===== src/sv/ps2_mouse_packet_tracker_defines.svh =====
// assertion helpers used by the tracker module
`ifndef PS2_MOUSE_PACKET_TRACKER_DEFINES_SVH
`define PS2_MOUSE_PACKET_TRACKER_DEFINES_SVH

// same-cycle implication, disabled during reset
`define PMPT_ASSERT_IMP(label, clk, rst, ante, cons, msg) \
   label: assert property (@(posedge clk) disable iff (rst) (ante) |-> (cons)) \
      else $error(msg);

// next-cycle implication, disabled during reset
`define PMPT_ASSERT_NXT(label, clk, rst, ante, cons, msg) \
   label: assert property (@(posedge clk) disable iff (rst) (ante) |=> (cons)) \
      else $error(msg);

`endif


===== src/sv/pmpt_pkg.sv =====
package pmpt_pkg;

   // default widths of cursor and wheel state
   localparam int COORD_WIDTH_DEF = 12;
   localparam int WHEEL_WIDTH_DEF = 16;

   // fixed field widths
   localparam int BYTE_WIDTH      = 8;
   localparam int MAX_WIDTH       = 12;
   localparam int WHEEL_OUT_WIDTH = 16;
   localparam int BUTTON_WIDTH    = 5;
   localparam int CSR_ADDR_WIDTH  = 4;
   localparam int CSR_DATA_WIDTH  = 32;

   // device ids with 4-byte packets
   localparam logic [BYTE_WIDTH-1:0] ID_WHEEL    = 8'h03;
   localparam logic [BYTE_WIDTH-1:0] ID_FIVE_BTN = 8'h04;

   // register indexes
   localparam logic [1:0] REG_DEVICE_ID = 2'd0;
   localparam logic [1:0] REG_MAX_X     = 2'd1;
   localparam logic [1:0] REG_MAX_Y     = 2'd2;

   // reset values
   localparam logic [BYTE_WIDTH-1:0] DEVICE_ID_RST = 8'h00;
   localparam logic [MAX_WIDTH-1:0]  MAX_X_RST     = 12'd799;
   localparam logic [MAX_WIDTH-1:0]  MAX_Y_RST     = 12'd599;
   localparam int                    POS_X_RST     = 40;
   localparam int                    POS_Y_RST     = 12;

   // acceleration thresholds
   localparam logic signed [9:0] ACCEL_HIGH = 10'sd5;
   localparam logic signed [9:0] ACCEL_LOW  = 10'sd3;

   typedef struct packed {
      logic [BYTE_WIDTH-1:0] device_id;
      logic [MAX_WIDTH-1:0]  max_x;
      logic [MAX_WIDTH-1:0]  max_y;
   } cfg_type;

   // signed delta byte with acceleration: x3 above 5, x2 above 3
   function automatic logic signed [9:0] accel(input logic [BYTE_WIDTH-1:0] b);
      logic signed [9:0] d;
      logic signed [9:0] r;
      d = 10'(signed'(b));
      if (d > ACCEL_HIGH || d < -ACCEL_HIGH) begin
         r = d * 10'sd3;
      end else if (d > ACCEL_LOW || d < -ACCEL_LOW) begin
         r = d * 10'sd2;
      end else begin
         r = d;
      end
      return r;
   endfunction

endpackage


===== src/sv/pmpt_csr.sv =====
module pmpt_csr (
   input  logic                                   clock,
   input  logic                                   reset,
   input  logic                                   csr_psel,
   input  logic                                   csr_penable,
   input  logic                                   csr_pwrite,
   input  logic [pmpt_pkg::CSR_ADDR_WIDTH-1:0]    csr_paddr,
   input  logic [pmpt_pkg::CSR_DATA_WIDTH-1:0]    csr_pwdata,
   output logic [pmpt_pkg::CSR_DATA_WIDTH-1:0]    csr_prdata,
   output logic                                   csr_pready,
   output pmpt_pkg::cfg_type                      cfg
);

   pmpt_pkg::cfg_type cfg_ff;
   pmpt_pkg::cfg_type cfg_in;
   logic              wr_en;
   logic [1:0]        reg_idx;

   assign csr_pready = 1'b1;
   assign wr_en      = csr_psel && csr_penable && csr_pwrite && csr_pready;
   assign reg_idx    = csr_paddr[3:2];
   assign cfg        = cfg_ff;

   // register write decode
   always_comb begin
      cfg_in = cfg_ff;
      if (wr_en) begin
         case (reg_idx)
            pmpt_pkg::REG_DEVICE_ID:
               cfg_in.device_id = csr_pwdata[pmpt_pkg::BYTE_WIDTH-1:0];
            pmpt_pkg::REG_MAX_X:
               cfg_in.max_x = csr_pwdata[pmpt_pkg::MAX_WIDTH-1:0];
            pmpt_pkg::REG_MAX_Y:
               cfg_in.max_y = csr_pwdata[pmpt_pkg::MAX_WIDTH-1:0];
            default: ;
         endcase
      end
   end

   always_ff @(posedge clock) begin
      if (reset) begin
         cfg_ff.device_id <= pmpt_pkg::DEVICE_ID_RST;
         cfg_ff.max_x     <= pmpt_pkg::MAX_X_RST;
         cfg_ff.max_y     <= pmpt_pkg::MAX_Y_RST;
      end else begin
         cfg_ff <= cfg_in;
      end
   end

   // read mux
   always_comb begin
      case (reg_idx)
         pmpt_pkg::REG_DEVICE_ID:
            csr_prdata = pmpt_pkg::CSR_DATA_WIDTH'(cfg_ff.device_id);
         pmpt_pkg::REG_MAX_X:
            csr_prdata = pmpt_pkg::CSR_DATA_WIDTH'(cfg_ff.max_x);
         pmpt_pkg::REG_MAX_Y:
            csr_prdata = pmpt_pkg::CSR_DATA_WIDTH'(cfg_ff.max_y);
         default:
            csr_prdata = '0;
      endcase
   end

endmodule


===== src/sv/ps2_mouse_packet_tracker.sv =====
// a byte that ends a packet passes through the input stage and then the result register
// throughput: one byte per cycle while no stall holds it, set by the single input stage and result register
// a pending result that is stalled holds back only a byte that would end a packet
// reset (synchronous, active high) clears the packet index, cursor (40,12), wheel and buttons
// and loads device id 0, max x 799, max y 599; no clearing pass is needed
`include "ps2_mouse_packet_tracker_defines.svh"

module ps2_mouse_packet_tracker #(
   parameter int COORD_WIDTH = pmpt_pkg::COORD_WIDTH_DEF,
   parameter int WHEEL_WIDTH = pmpt_pkg::WHEEL_WIDTH_DEF
) (
   input  logic                                        clock,
   input  logic                                        reset,
   input  logic                                        req_valid,
   output logic                                        req_stall,
   input  logic [pmpt_pkg::BYTE_WIDTH-1:0]             req_data_byte,
   output logic                                        rsp_valid,
   input  logic                                        rsp_stall,
   output logic [COORD_WIDTH-1:0]                      rsp_cursor_x,
   output logic [COORD_WIDTH-1:0]                      rsp_cursor_y,
   output logic signed [pmpt_pkg::WHEEL_OUT_WIDTH-1:0] rsp_wheel_position,
   output logic [pmpt_pkg::BUTTON_WIDTH-1:0]           rsp_button_bits,
   output logic                                        rsp_moved,
   input  logic                                        csr_psel,
   input  logic                                        csr_penable,
   input  logic                                        csr_pwrite,
   input  logic [pmpt_pkg::CSR_ADDR_WIDTH-1:0]         csr_paddr,
   input  logic [pmpt_pkg::CSR_DATA_WIDTH-1:0]         csr_pwdata,
   output logic [pmpt_pkg::CSR_DATA_WIDTH-1:0]         csr_prdata,
   output logic                                        csr_pready
);

   localparam int SUM_W = COORD_WIDTH + 3;

   pmpt_pkg::cfg_type cfg;

   // input stage
   logic                            in_valid_ff;
   logic                            in_valid_in;
   logic [pmpt_pkg::BYTE_WIDTH-1:0] in_byte_ff;

   // packet and cursor state
   logic [1:0]                        byte_index_ff;
   logic [1:0]                        byte_index_in;
   logic [pmpt_pkg::BYTE_WIDTH-1:0]   pb_ff [3];
   logic [COORD_WIDTH-1:0]            pos_x_ff;
   logic [COORD_WIDTH-1:0]            pos_x_in;
   logic [COORD_WIDTH-1:0]            pos_y_ff;
   logic [COORD_WIDTH-1:0]            pos_y_in;
   logic signed [WHEEL_WIDTH-1:0]     wheel_ff;
   logic signed [WHEEL_WIDTH-1:0]     wheel_in;
   logic [pmpt_pkg::BUTTON_WIDTH-1:0] button_ff;
   logic [pmpt_pkg::BUTTON_WIDTH-1:0] button_in;

   // result register
   logic rsp_valid_ff;
   logic rsp_valid_in;
   logic [COORD_WIDTH-1:0]                      rsp_x_ff;
   logic [COORD_WIDTH-1:0]                      rsp_y_ff;
   logic signed [pmpt_pkg::WHEEL_OUT_WIDTH-1:0] rsp_wheel_ff;
   logic [pmpt_pkg::BUTTON_WIDTH-1:0]           rsp_button_ff;
   logic                                        rsp_moved_ff;

   // datapath
   logic                                wheel_mode;
   logic                                last;
   logic                                advance;
   logic                                proc;
   logic                                out_load;
   logic [pmpt_pkg::BYTE_WIDTH-1:0]     b0;
   logic [pmpt_pkg::BYTE_WIDTH-1:0]     b1;
   logic [pmpt_pkg::BYTE_WIDTH-1:0]     b2;
   logic signed [9:0]                   dx;
   logic signed [9:0]                   dy;
   logic signed [SUM_W-1:0]             sum_x;
   logic signed [SUM_W-1:0]             sum_y;
   logic [COORD_WIDTH-1:0]              max_x_cw;
   logic [COORD_WIDTH-1:0]              max_y_cw;
   logic signed [SUM_W-1:0]             max_x_ext;
   logic signed [SUM_W-1:0]             max_y_ext;
   logic signed [pmpt_pkg::BYTE_WIDTH-1:0] wheel_delta;

   pmpt_csr u_csr (
      .clock       (clock),
      .reset       (reset),
      .csr_psel    (csr_psel),
      .csr_penable (csr_penable),
      .csr_pwrite  (csr_pwrite),
      .csr_paddr   (csr_paddr),
      .csr_pwdata  (csr_pwdata),
      .csr_prdata  (csr_prdata),
      .csr_pready  (csr_pready),
      .cfg         (cfg)
   );

   // packet framing
   assign wheel_mode = (cfg.device_id == pmpt_pkg::ID_WHEEL) ||
                       (cfg.device_id == pmpt_pkg::ID_FIVE_BTN);
   assign last       = (byte_index_ff == 2'd3) || ((byte_index_ff == 2'd2) && !wheel_mode);

   // handshake: only a packet-ending item waits on a stalled result
   assign advance   = !(last && rsp_valid_ff && rsp_stall);
   assign proc      = in_valid_ff && advance;
   assign out_load  = proc && last;
   assign req_stall = in_valid_ff && !advance;
   assign in_valid_in  = req_stall ? in_valid_ff : req_valid;
   assign rsp_valid_in = out_load ? 1'b1 : (rsp_stall ? rsp_valid_ff : 1'b0);

   // packet bytes including the one in flight
   assign b0 = (byte_index_ff == 2'd0) ? in_byte_ff : pb_ff[0];
   assign b1 = (byte_index_ff == 2'd1) ? in_byte_ff : pb_ff[1];
   assign b2 = (byte_index_ff == 2'd2) ? in_byte_ff : pb_ff[2];

   assign dx = pmpt_pkg::accel(b1);
   assign dy = pmpt_pkg::accel(b2);

   // cursor update and clamp
   assign max_x_cw  = COORD_WIDTH'(cfg.max_x);
   assign max_y_cw  = COORD_WIDTH'(cfg.max_y);
   assign max_x_ext = SUM_W'(signed'({1'b0, max_x_cw}));
   assign max_y_ext = SUM_W'(signed'({1'b0, max_y_cw}));
   assign sum_x = SUM_W'(signed'({1'b0, pos_x_ff})) + SUM_W'(dx);
   assign sum_y = SUM_W'(signed'({1'b0, pos_y_ff})) - SUM_W'(dy);

   always_comb begin
      if (sum_x < 0) begin
         pos_x_in = '0;
      end else if (sum_x > max_x_ext) begin
         pos_x_in = max_x_cw;
      end else begin
         pos_x_in = sum_x[COORD_WIDTH-1:0];
      end
      if (sum_y < 0) begin
         pos_y_in = '0;
      end else if (sum_y > max_y_ext) begin
         pos_y_in = max_y_cw;
      end else begin
         pos_y_in = sum_y[COORD_WIDTH-1:0];
      end
   end

   // wheel delta per device id
   always_comb begin
      if (cfg.device_id == pmpt_pkg::ID_WHEEL) begin
         wheel_delta = signed'(in_byte_ff);
      end else if (cfg.device_id == pmpt_pkg::ID_FIVE_BTN) begin
         wheel_delta = pmpt_pkg::BYTE_WIDTH'(signed'(in_byte_ff[3:0]));
      end else begin
         wheel_delta = '0;
      end
   end
   assign wheel_in = wheel_ff - WHEEL_WIDTH'(wheel_delta);

   // buttons 4 and 5 only follow the last byte in five-button mode
   always_comb begin
      if (cfg.device_id == pmpt_pkg::ID_FIVE_BTN) begin
         button_in = {in_byte_ff[5], in_byte_ff[4], b0[2:0]};
      end else begin
         button_in = {button_ff[4:3], b0[2:0]};
      end
   end

   assign byte_index_in = last ? 2'd0 : byte_index_ff + 2'd1;

   // control registers
   always_ff @(posedge clock) begin
      if (reset) begin
         in_valid_ff   <= 1'b0;
         rsp_valid_ff  <= 1'b0;
         byte_index_ff <= 2'd0;
         pos_x_ff      <= COORD_WIDTH'(pmpt_pkg::POS_X_RST);
         pos_y_ff      <= COORD_WIDTH'(pmpt_pkg::POS_Y_RST);
         wheel_ff      <= '0;
         button_ff     <= '0;
      end else begin
         in_valid_ff  <= in_valid_in;
         rsp_valid_ff <= rsp_valid_in;
         if (proc) begin
            byte_index_ff <= byte_index_in;
         end
         if (out_load) begin
            pos_x_ff  <= pos_x_in;
            pos_y_ff  <= pos_y_in;
            wheel_ff  <= wheel_in;
            button_ff <= button_in;
         end
      end
   end

   // payload registers
   always_ff @(posedge clock) begin
      if (req_valid && !req_stall) begin
         in_byte_ff <= req_data_byte;
      end
      if (proc && (byte_index_ff != 2'd3)) begin
         pb_ff[byte_index_ff] <= in_byte_ff;
      end
      if (out_load) begin
         rsp_x_ff      <= pos_x_in;
         rsp_y_ff      <= pos_y_in;
         rsp_wheel_ff  <= pmpt_pkg::WHEEL_OUT_WIDTH'(wheel_in);
         rsp_button_ff <= button_in;
         rsp_moved_ff  <= (pos_x_in != pos_x_ff) || (pos_y_in != pos_y_ff);
      end
   end

   assign rsp_valid          = rsp_valid_ff;
   assign rsp_cursor_x       = rsp_x_ff;
   assign rsp_cursor_y       = rsp_y_ff;
   assign rsp_wheel_position = rsp_wheel_ff;
   assign rsp_button_bits    = rsp_button_ff;
   assign rsp_moved          = rsp_moved_ff;

   // checks
   `PMPT_ASSERT_NXT(a_index_restart, clock, reset, out_load, byte_index_ff == 2'd0, "index not restarted after packet")
   `PMPT_ASSERT_IMP(a_cursor_x_clamped, clock, reset, rsp_valid_ff, (rsp_x_ff <= max_x_cw) || (rsp_x_ff == '0), "cursor x beyond max")
   `PMPT_ASSERT_IMP(a_cursor_y_clamped, clock, reset, rsp_valid_ff, (rsp_y_ff <= max_y_cw) || (rsp_y_ff == '0), "cursor y beyond max")
   `PMPT_ASSERT_NXT(a_stage_held, clock, reset, in_valid_ff && req_stall, in_valid_ff && $stable(in_byte_ff), "held input item lost")

endmodule


===== config.mk =====
export PLATFORM = sky130hd
export DESIGN_NAME = ps2_mouse_packet_tracker
export DESIGN_NICKNAME = d
export VERILOG_FILES = /design/src/sv/pmpt_pkg.sv /design/src/sv/pmpt_csr.sv /design/src/sv/ps2_mouse_packet_tracker.sv
export VERILOG_INCLUDE_DIRS = /design/src /design/src/sv
export SDC_FILE = /design/constraint.sdc
export NUM_CORES = 1
export LEC_CHECK = 0
export ABC_AREA = 1
export BUFFER_PORTS_ARGS = -buffer_cell sky130_fd_sc_hd__clkbuf_2
export CORE_MARGIN = 2
export CORE_UTILIZATION = 40
export DETAILED_ROUTE_END_ITERATION = 6
export GPL_TIMING_DRIVEN = 0
export PLACE_DENSITY = 0.59
export SYNTH_ARGS = -nofsm -noshare
export SYNTH_HDL_FRONTEND = slang
export SYNTH_SLANG_ARGS = --single-unit

===== constraint.sdc =====
create_clock -name clock -period 8 [get_ports clock]
set_input_delay 1.6 -clock clock [delete_from_list [all_inputs] [get_ports clock]]
set_output_delay 1.6 -clock clock [all_outputs]
set_load 0.01 [all_outputs]

# Word-level counts from Yosys, hierarchy flattened
# Memory sizes are Yosys's and may differ from the RTL's.
# Cells that the tools add are included.
dict set report word_totals {
  reg_bits 135
  ram_bits 24
  inputBits 51
  elab_cells 91
  memories 1
  romBits 0
  latch_bits 0
}
dict set report classes {
  n_eq_ne 11
  n_shift 0
  multipliers 2
  reduce_logical 25
  bitwise 0
  magnitude_cmp 12
  add_sub_neg 4
  div 0
  n_mux 20
}
# memory depth width rd rd_ports_with_merged_regs wr line
set memory_table {}
lappend memory_table {pb_ff 3 8 3 0 1 ps2_mouse_packet_tracker.sv:45} ;# logic [pmpt_pkg::BYTE_WIDTH-1:0] pb_ff [3];
# operator count
set ops {}
lappend ops {{2-to-1 mux 12 bit} 4}
lappend ops {{2-to-1 mux 8 bit} 6}
lappend ops {{case mux 12 bit (3 select lines)} 1}
lappend ops {{> comparator 14 x 13 -> 1 bit} 2}
lappend ops {{< comparator 14 x 1 -> 1 bit (second input constant)} 2}
lappend ops {{inequality test 12 bit} 2}
lappend ops {{multiplier 8 x 3 -> 10 bit (second input constant)} 2}
lappend ops {{2-to-1 mux 10 bit} 2}
lappend ops {{> comparator 8 x 3 -> 1 bit (second input constant)} 2}
lappend ops {{> comparator 8 x 4 -> 1 bit (second input constant)} 2}
lappend ops {{< comparator 8 x 3 -> 1 bit (second input constant)} 2}
lappend ops {{< comparator 8 x 4 -> 1 bit (second input constant)} 2}
lappend ops {{subtractor 16 x 8 -> 16 bit} 1}
lappend ops {{adder 13 x 10 -> 14 bit} 1}
lappend ops {{subtractor 13 x 10 -> 14 bit} 1}
lappend ops {{logical AND 1 bit} 10}
lappend ops {{equality test 8 x 2 -> 1 bit (second input constant)} 1}
lappend ops {{equality test 8 x 3 -> 1 bit (second input constant)} 1}
lappend ops {{logical OR 1 bit} 7}
lappend ops {{equality test 2 bit (second input constant)} 3}
lappend ops {{AND reduction 2 bit} 3}
lappend ops {{2-to-1 mux 5 bit} 1}
lappend ops {{equality test 2 x 1 -> 1 bit (second input constant)} 2}
lappend ops {{logical NOT 2 bit} 2}
lappend ops {{other kinds (7)} 12}

# Depth between registers and ports, before layout
dict set report depth {
  depth_word 12
  mapped_depth 45
  depth_no_buf 44
}

# Cells and area by module
# From an unflattened synthesis, not the netlist that was laid out.
dict set report hier_totals {
  hier_cells 1454
  hier_area_um2 10936.7
}
# module seq_area_each_um2 cells_each area_each_um2 n_inst
set by_module_without_submodules {}
lappend by_module_without_submodules {ps2_mouse_packet_tracker 3113.0 1201 9268.9 1}
lappend by_module_without_submodules {pmpt_csr 640.6 253 1667.8 1}

# Worst setup path after synthesis
# No wires, ideal clock.
dict set report synth_path {
  path_kind {register to register}
  start {register byte_index_ff[1]}
  end {register rsp_moved_ff, in the netlist rsp_moved, data pin}
  required_ps 7740
  path_buffers 3
  path_stages_with_launch 42
  setup_slack_ps 2362
  setup_ps 260
  arrival_time_ps 5378
  synth_period_minus_slack_ps 5638
  cell_sequence {dfxtp_1 > inv_1 > ha_1 > buf_4 > o21ai_1 > inv_1 > ha_1 > nand3_1 > nor2_1 > o21ai_0 > nand2_1 > a211o_1 > nand2_1 > clkbuf_1 > nand2_1 > o21ai_0 > a21oi_1 > ha_1 > (+6 left out) > nand2_1 > nand2_1 > ha_1 > nand2_1 > nor2_1 > a211oi_1 > nand2_1 > nand2_1 > nand2_1 > nand2_1 > nand3_2 > buf_6 > o21ai_0 > nand2_1 > xor2_1 > nand3_1 > nor2_1 > nand3_1}
}
dict set report synth_via {
  elab_chain_cells 12
  word_cells_on_any_way 35
  classes_between {add/sub (2); mul (2); order compare (12); eq/ne (4); mux (10); reduce/logical (5)}
}
# element line
set synth_rtl {}
lappend synth_rtl {{start: declaration} ps2_mouse_packet_tracker.sv:43} ;# logic [1:0] byte_index_ff;
lappend synth_rtl {{start signal: assignment} ps2_mouse_packet_tracker.sv:179} ;# byte_index_ff <= byte_index_in;
lappend synth_rtl {{branches (longest 11 deep; another with adder 13 x 10 -> 14 bit)} n/a}
lappend synth_rtl {{logical OR 1 bit (*)} ps2_mouse_packet_tracker.sv:203} ;# rsp_moved_ff <= (pos_x_in != pos_x_ff) || (pos_y_in != pos_y_ff);
lappend synth_rtl {{end signal: assignment} ps2_mouse_packet_tracker.sv:203}
lappend synth_rtl {{end: declaration} ps2_mouse_packet_tracker.sv:62} ;# logic rsp_moved_ff;
# Every way passes the cells marked *.
# A chain may end at the register's enable or synchronous reset.

# Worst setup path in the final report
# Ends and elaborated chain as after synthesis.

==> impl_metrics.yaml <==
synthesis:
  syn-cell-area_um2: 10500
  synth-edff-count: 73
  yosysWarnings: 0
  synth_seq_area_share_pct: 35.7
  syn_avg_cell_area_um2: 7.66
  syn_inst: 1371
  synth-main-ff-cell: "dfxtp_1"
  ys_seq_elements: 151
  synth_cell_types: 53
  async_reset_ff_share_pct: 0
drt:
  drt_first_pass_iters: 5
  wl_per_cell_um: 15.3
  drt_iter0_drc: 612
  vias_per_cell: 4.99
  drcViolationCount: 0
  antenna_left: 0
  wl_mm: 28.2
  vias: 9214
pwr:
  ir_worst_vdd_mv: 0.110
  p_leak_nw: 5.90
  clkPwrFrac_pct: 36.4
  p_int_mw: 1.53
  swShare_pct: 34.3
  p_sw_mw: 0.801
  pwr-share-comb_pct: 27.3
  cellPowerDensity_nw_per_um2: 194
  p_seq_share_pct: 36.4
hold_path:
  min_from: "button_ff[3]"
  hold_class: "flop to flop"
  hold_end: "button_ff[3]"
  holdPathStages: 2
sta:
  finalMaxSlewViolations: 0
  hold_violations: 0
  min_period_ns: 7.23
  tightest_slew_ns: 0.883
  rsz0062_at_grt: "no"
  max-slew-margin-rel_pct: 40.7
  max_freq_mhz: 138
  tns_ns: 0
  setup_viol: 0
  finalCritPeriodShare_pct: 90.4
  fin_worst_skew_ns: 0.0143
finish:
  final_common_cell: "nand2_1"
  drive_above_1_share_pct: 12.7
  multi_input_area_um2: 5790
  fin_area_um2: 12000
  area_growth_pct: 14.7
  antennaDiodeCount: 0
  num-fill-cells: 2600
  nets: 1651
  layout_common_cells: "334 x nand2_1, 184 x inv_1, 112 x a21oi_1"
  regArea_um2: 3750
floorplan:
  start_util_pct: 40.5
  die_x_um: 166
  rows: 59
  core_area_um2: 25900
  die_area_um2: 27600
  die_h_um: 166
  num_io_pins: 132
clocking:
  htreeDepth: 4
  clock_path_buffers: 2
  path_clk_slew_ns: 0.07
  cts_root_buf: "clkbuf_16"
  worstSkewPairLatency_ns: 0.43
  cts-buffers-inserted: 17
  cts_hold_buf: 0
  cts_resized: 0
  postCtsSetupBuffers: 0
  cts_tree: "done"
  clock-sinks: 151
worst_setup_path:
  path_buf_inv: 4
  start_kind: "flop"
  arrival_ns: 7.38
  crit_fanout: 10
  cpPeakStageDelay_ns: 0.45
  cp.required_ns: 8.15
  cp-end-kind: "flop"
  crit_type: "flop to flop"
  r2r_cells: 35
  r2r-end: "rsp_moved"
  crit_family: "compound AO/OA/AOI/OAI gates"
  crit_top_cell: "nand2_1"
  reg2reg_slack_ns: 0.77
  slowest_stage: "o21ai_0"
  r2r-start: "byte_index_ff[1]"
  worstSetupStartpoint: "byte_index_ff[1]"
grt:
  grt_pass1_vias: 8667
  grt_pass1_wl_mm: 44.8
  grt_max_degree: 56
  overflow: 0
  grt_util_all_layers_pct: 20.3
  antenna_found_initial: 0
place:
  place_area_um2: 11400
  port_buffers: 88
  dp_hpwl_mm: 22.1
  gp_congestion: 0.909
run_status:
  outcome: "finished, final reports clean"
job:
  maxCapViolations: 0
## worst max path at each step
| stage | end | slack (ns) | cells past startpoint |
|---|---|---|---|
| 2_1_floorplan | rsp_moved | 2.36 | 41 |
| 3_3_place_gp | rsp_moved | 0.84 | 35 |
| 3_5_place_dp | rsp_moved | 0.82 | 35 |
| 4_1_cts | rsp_moved | 0.78 | 35 |
| 5_1_grt | rsp_moved | 0.06 | 37 |
| 6_report | rsp_moved | 0.77 | 35 |
## sequential cells by signal (all words and copies together) (netlist names)
signal	flops
rsp_cursor_x	12
rsp_valid	1
byte_index_ff	2
u_csr.cfg	32
rsp_moved	1
rsp_wheel_position	16
rsp_cursor_y	12
pb_ff	19
pos_x_ff	12
pos_y_ff	12
button_ff	2
rsp_button_bits	5
in_valid_ff	1
wheel_ff	16
in_byte_ff	8
## worst reg2reg max path: cells and delay by family (launching register included)
family / cells / cell delay, ns
DFF: 1 / 0.39
AOI/OAI and AO/OA: 9 / 2.40
buffers and inverters: 4 / 0.77
and+or+nand+nor: 16 / 1.74
xor gates and xnor gates: 2 / 0.52
adders and majority gates: 4 / 1.13
## area by class of cell
cell class              count  share of cell area, %
well taps                 335                   3.48
flip-flops and latches    151                   31.2
plain buffers              54                   2.76
clock inverters            15                   1.51
multi-input cells         998                   48.0
inverters                 187                   5.85
clock buffers              17                   3.53
repair buffers             88                   3.66
## power groups by stage
stage	clock, mW	combinational, mW	sequential, mW
finish	0.848	0.636	0.849
detailed placement	0	0.632	0.866
global route	0.898	0.723	0.850
global placement	0	0.625	0.866
CTS	0.862	0.637	0.849
floorplan	0	0.470	0.861
## kinds of logic after synthesis
logic type | synth area share [%]
AND/OR/NAND/NOR | 22.9
AO/OA/AOI/OAI | 14.8
buffers and inverters | 9.85
flip-flops | 35.7
adder cells (fa/ha/maj) | 12.6
XOR/XNOR | 3.59
multiplexers | 0.405
other | 0.0715
## metal layers
| layer | wire [um] | vias to the layer above | global-route usage [%] |
|---|---|---|---|
| met2 | 13100 | 186 | 33.7 |
| met4 | 447 | 0 | 4.73 |
| met3 | 979 | 34 | 3.60 |
| met5 | 0 | - | 0 |
| li1 | - | 4785 | - |
| met1 | 13700 | 4209 | 27.5 |
## synthesized netlist by cell type, drive strengths merged, types with 7 or more instances
master | number | area [um2]
o221ai | 9 | 78.8
o211ai | 20 | 155
ha | 98 | 1230
edfxtp | 73 | 2190
dfxtp | 78 | 1560
nand2 | 350 | 1390
clkbuf | 18 | 67.6
xor2 | 33 | 289
inv | 186 | 701
nand4 | 14 | 87.6
xnor2 | 10 | 87.6
nand3b | 11 | 82.6
a31oi | 7 | 43.8
buf | 36 | 263
o21ai | 103 | 531
nand3 | 73 | 410
nor2 | 88 | 338
a21oi | 112 | 561
## per-stage QoR
step	instances	total power, mW	worst slack [ns]	hold WS [ns]	utilization [%]
2_1_floorplan	1390	1.33	2.36	0.435	-
3_3_place_gp	1813	1.49	0.840	0.448	44.1
3_5_place_dp	1813	1.50	0.819	0.456	44.1
4_1_cts	1845	2.35	0.783	0.466	46.5
5_1_grt	1845	2.47	0.0578	0.489	46.5
6_report	1845	2.33	0.770	0.471	46.5
(Power assumes the default switching activity.)
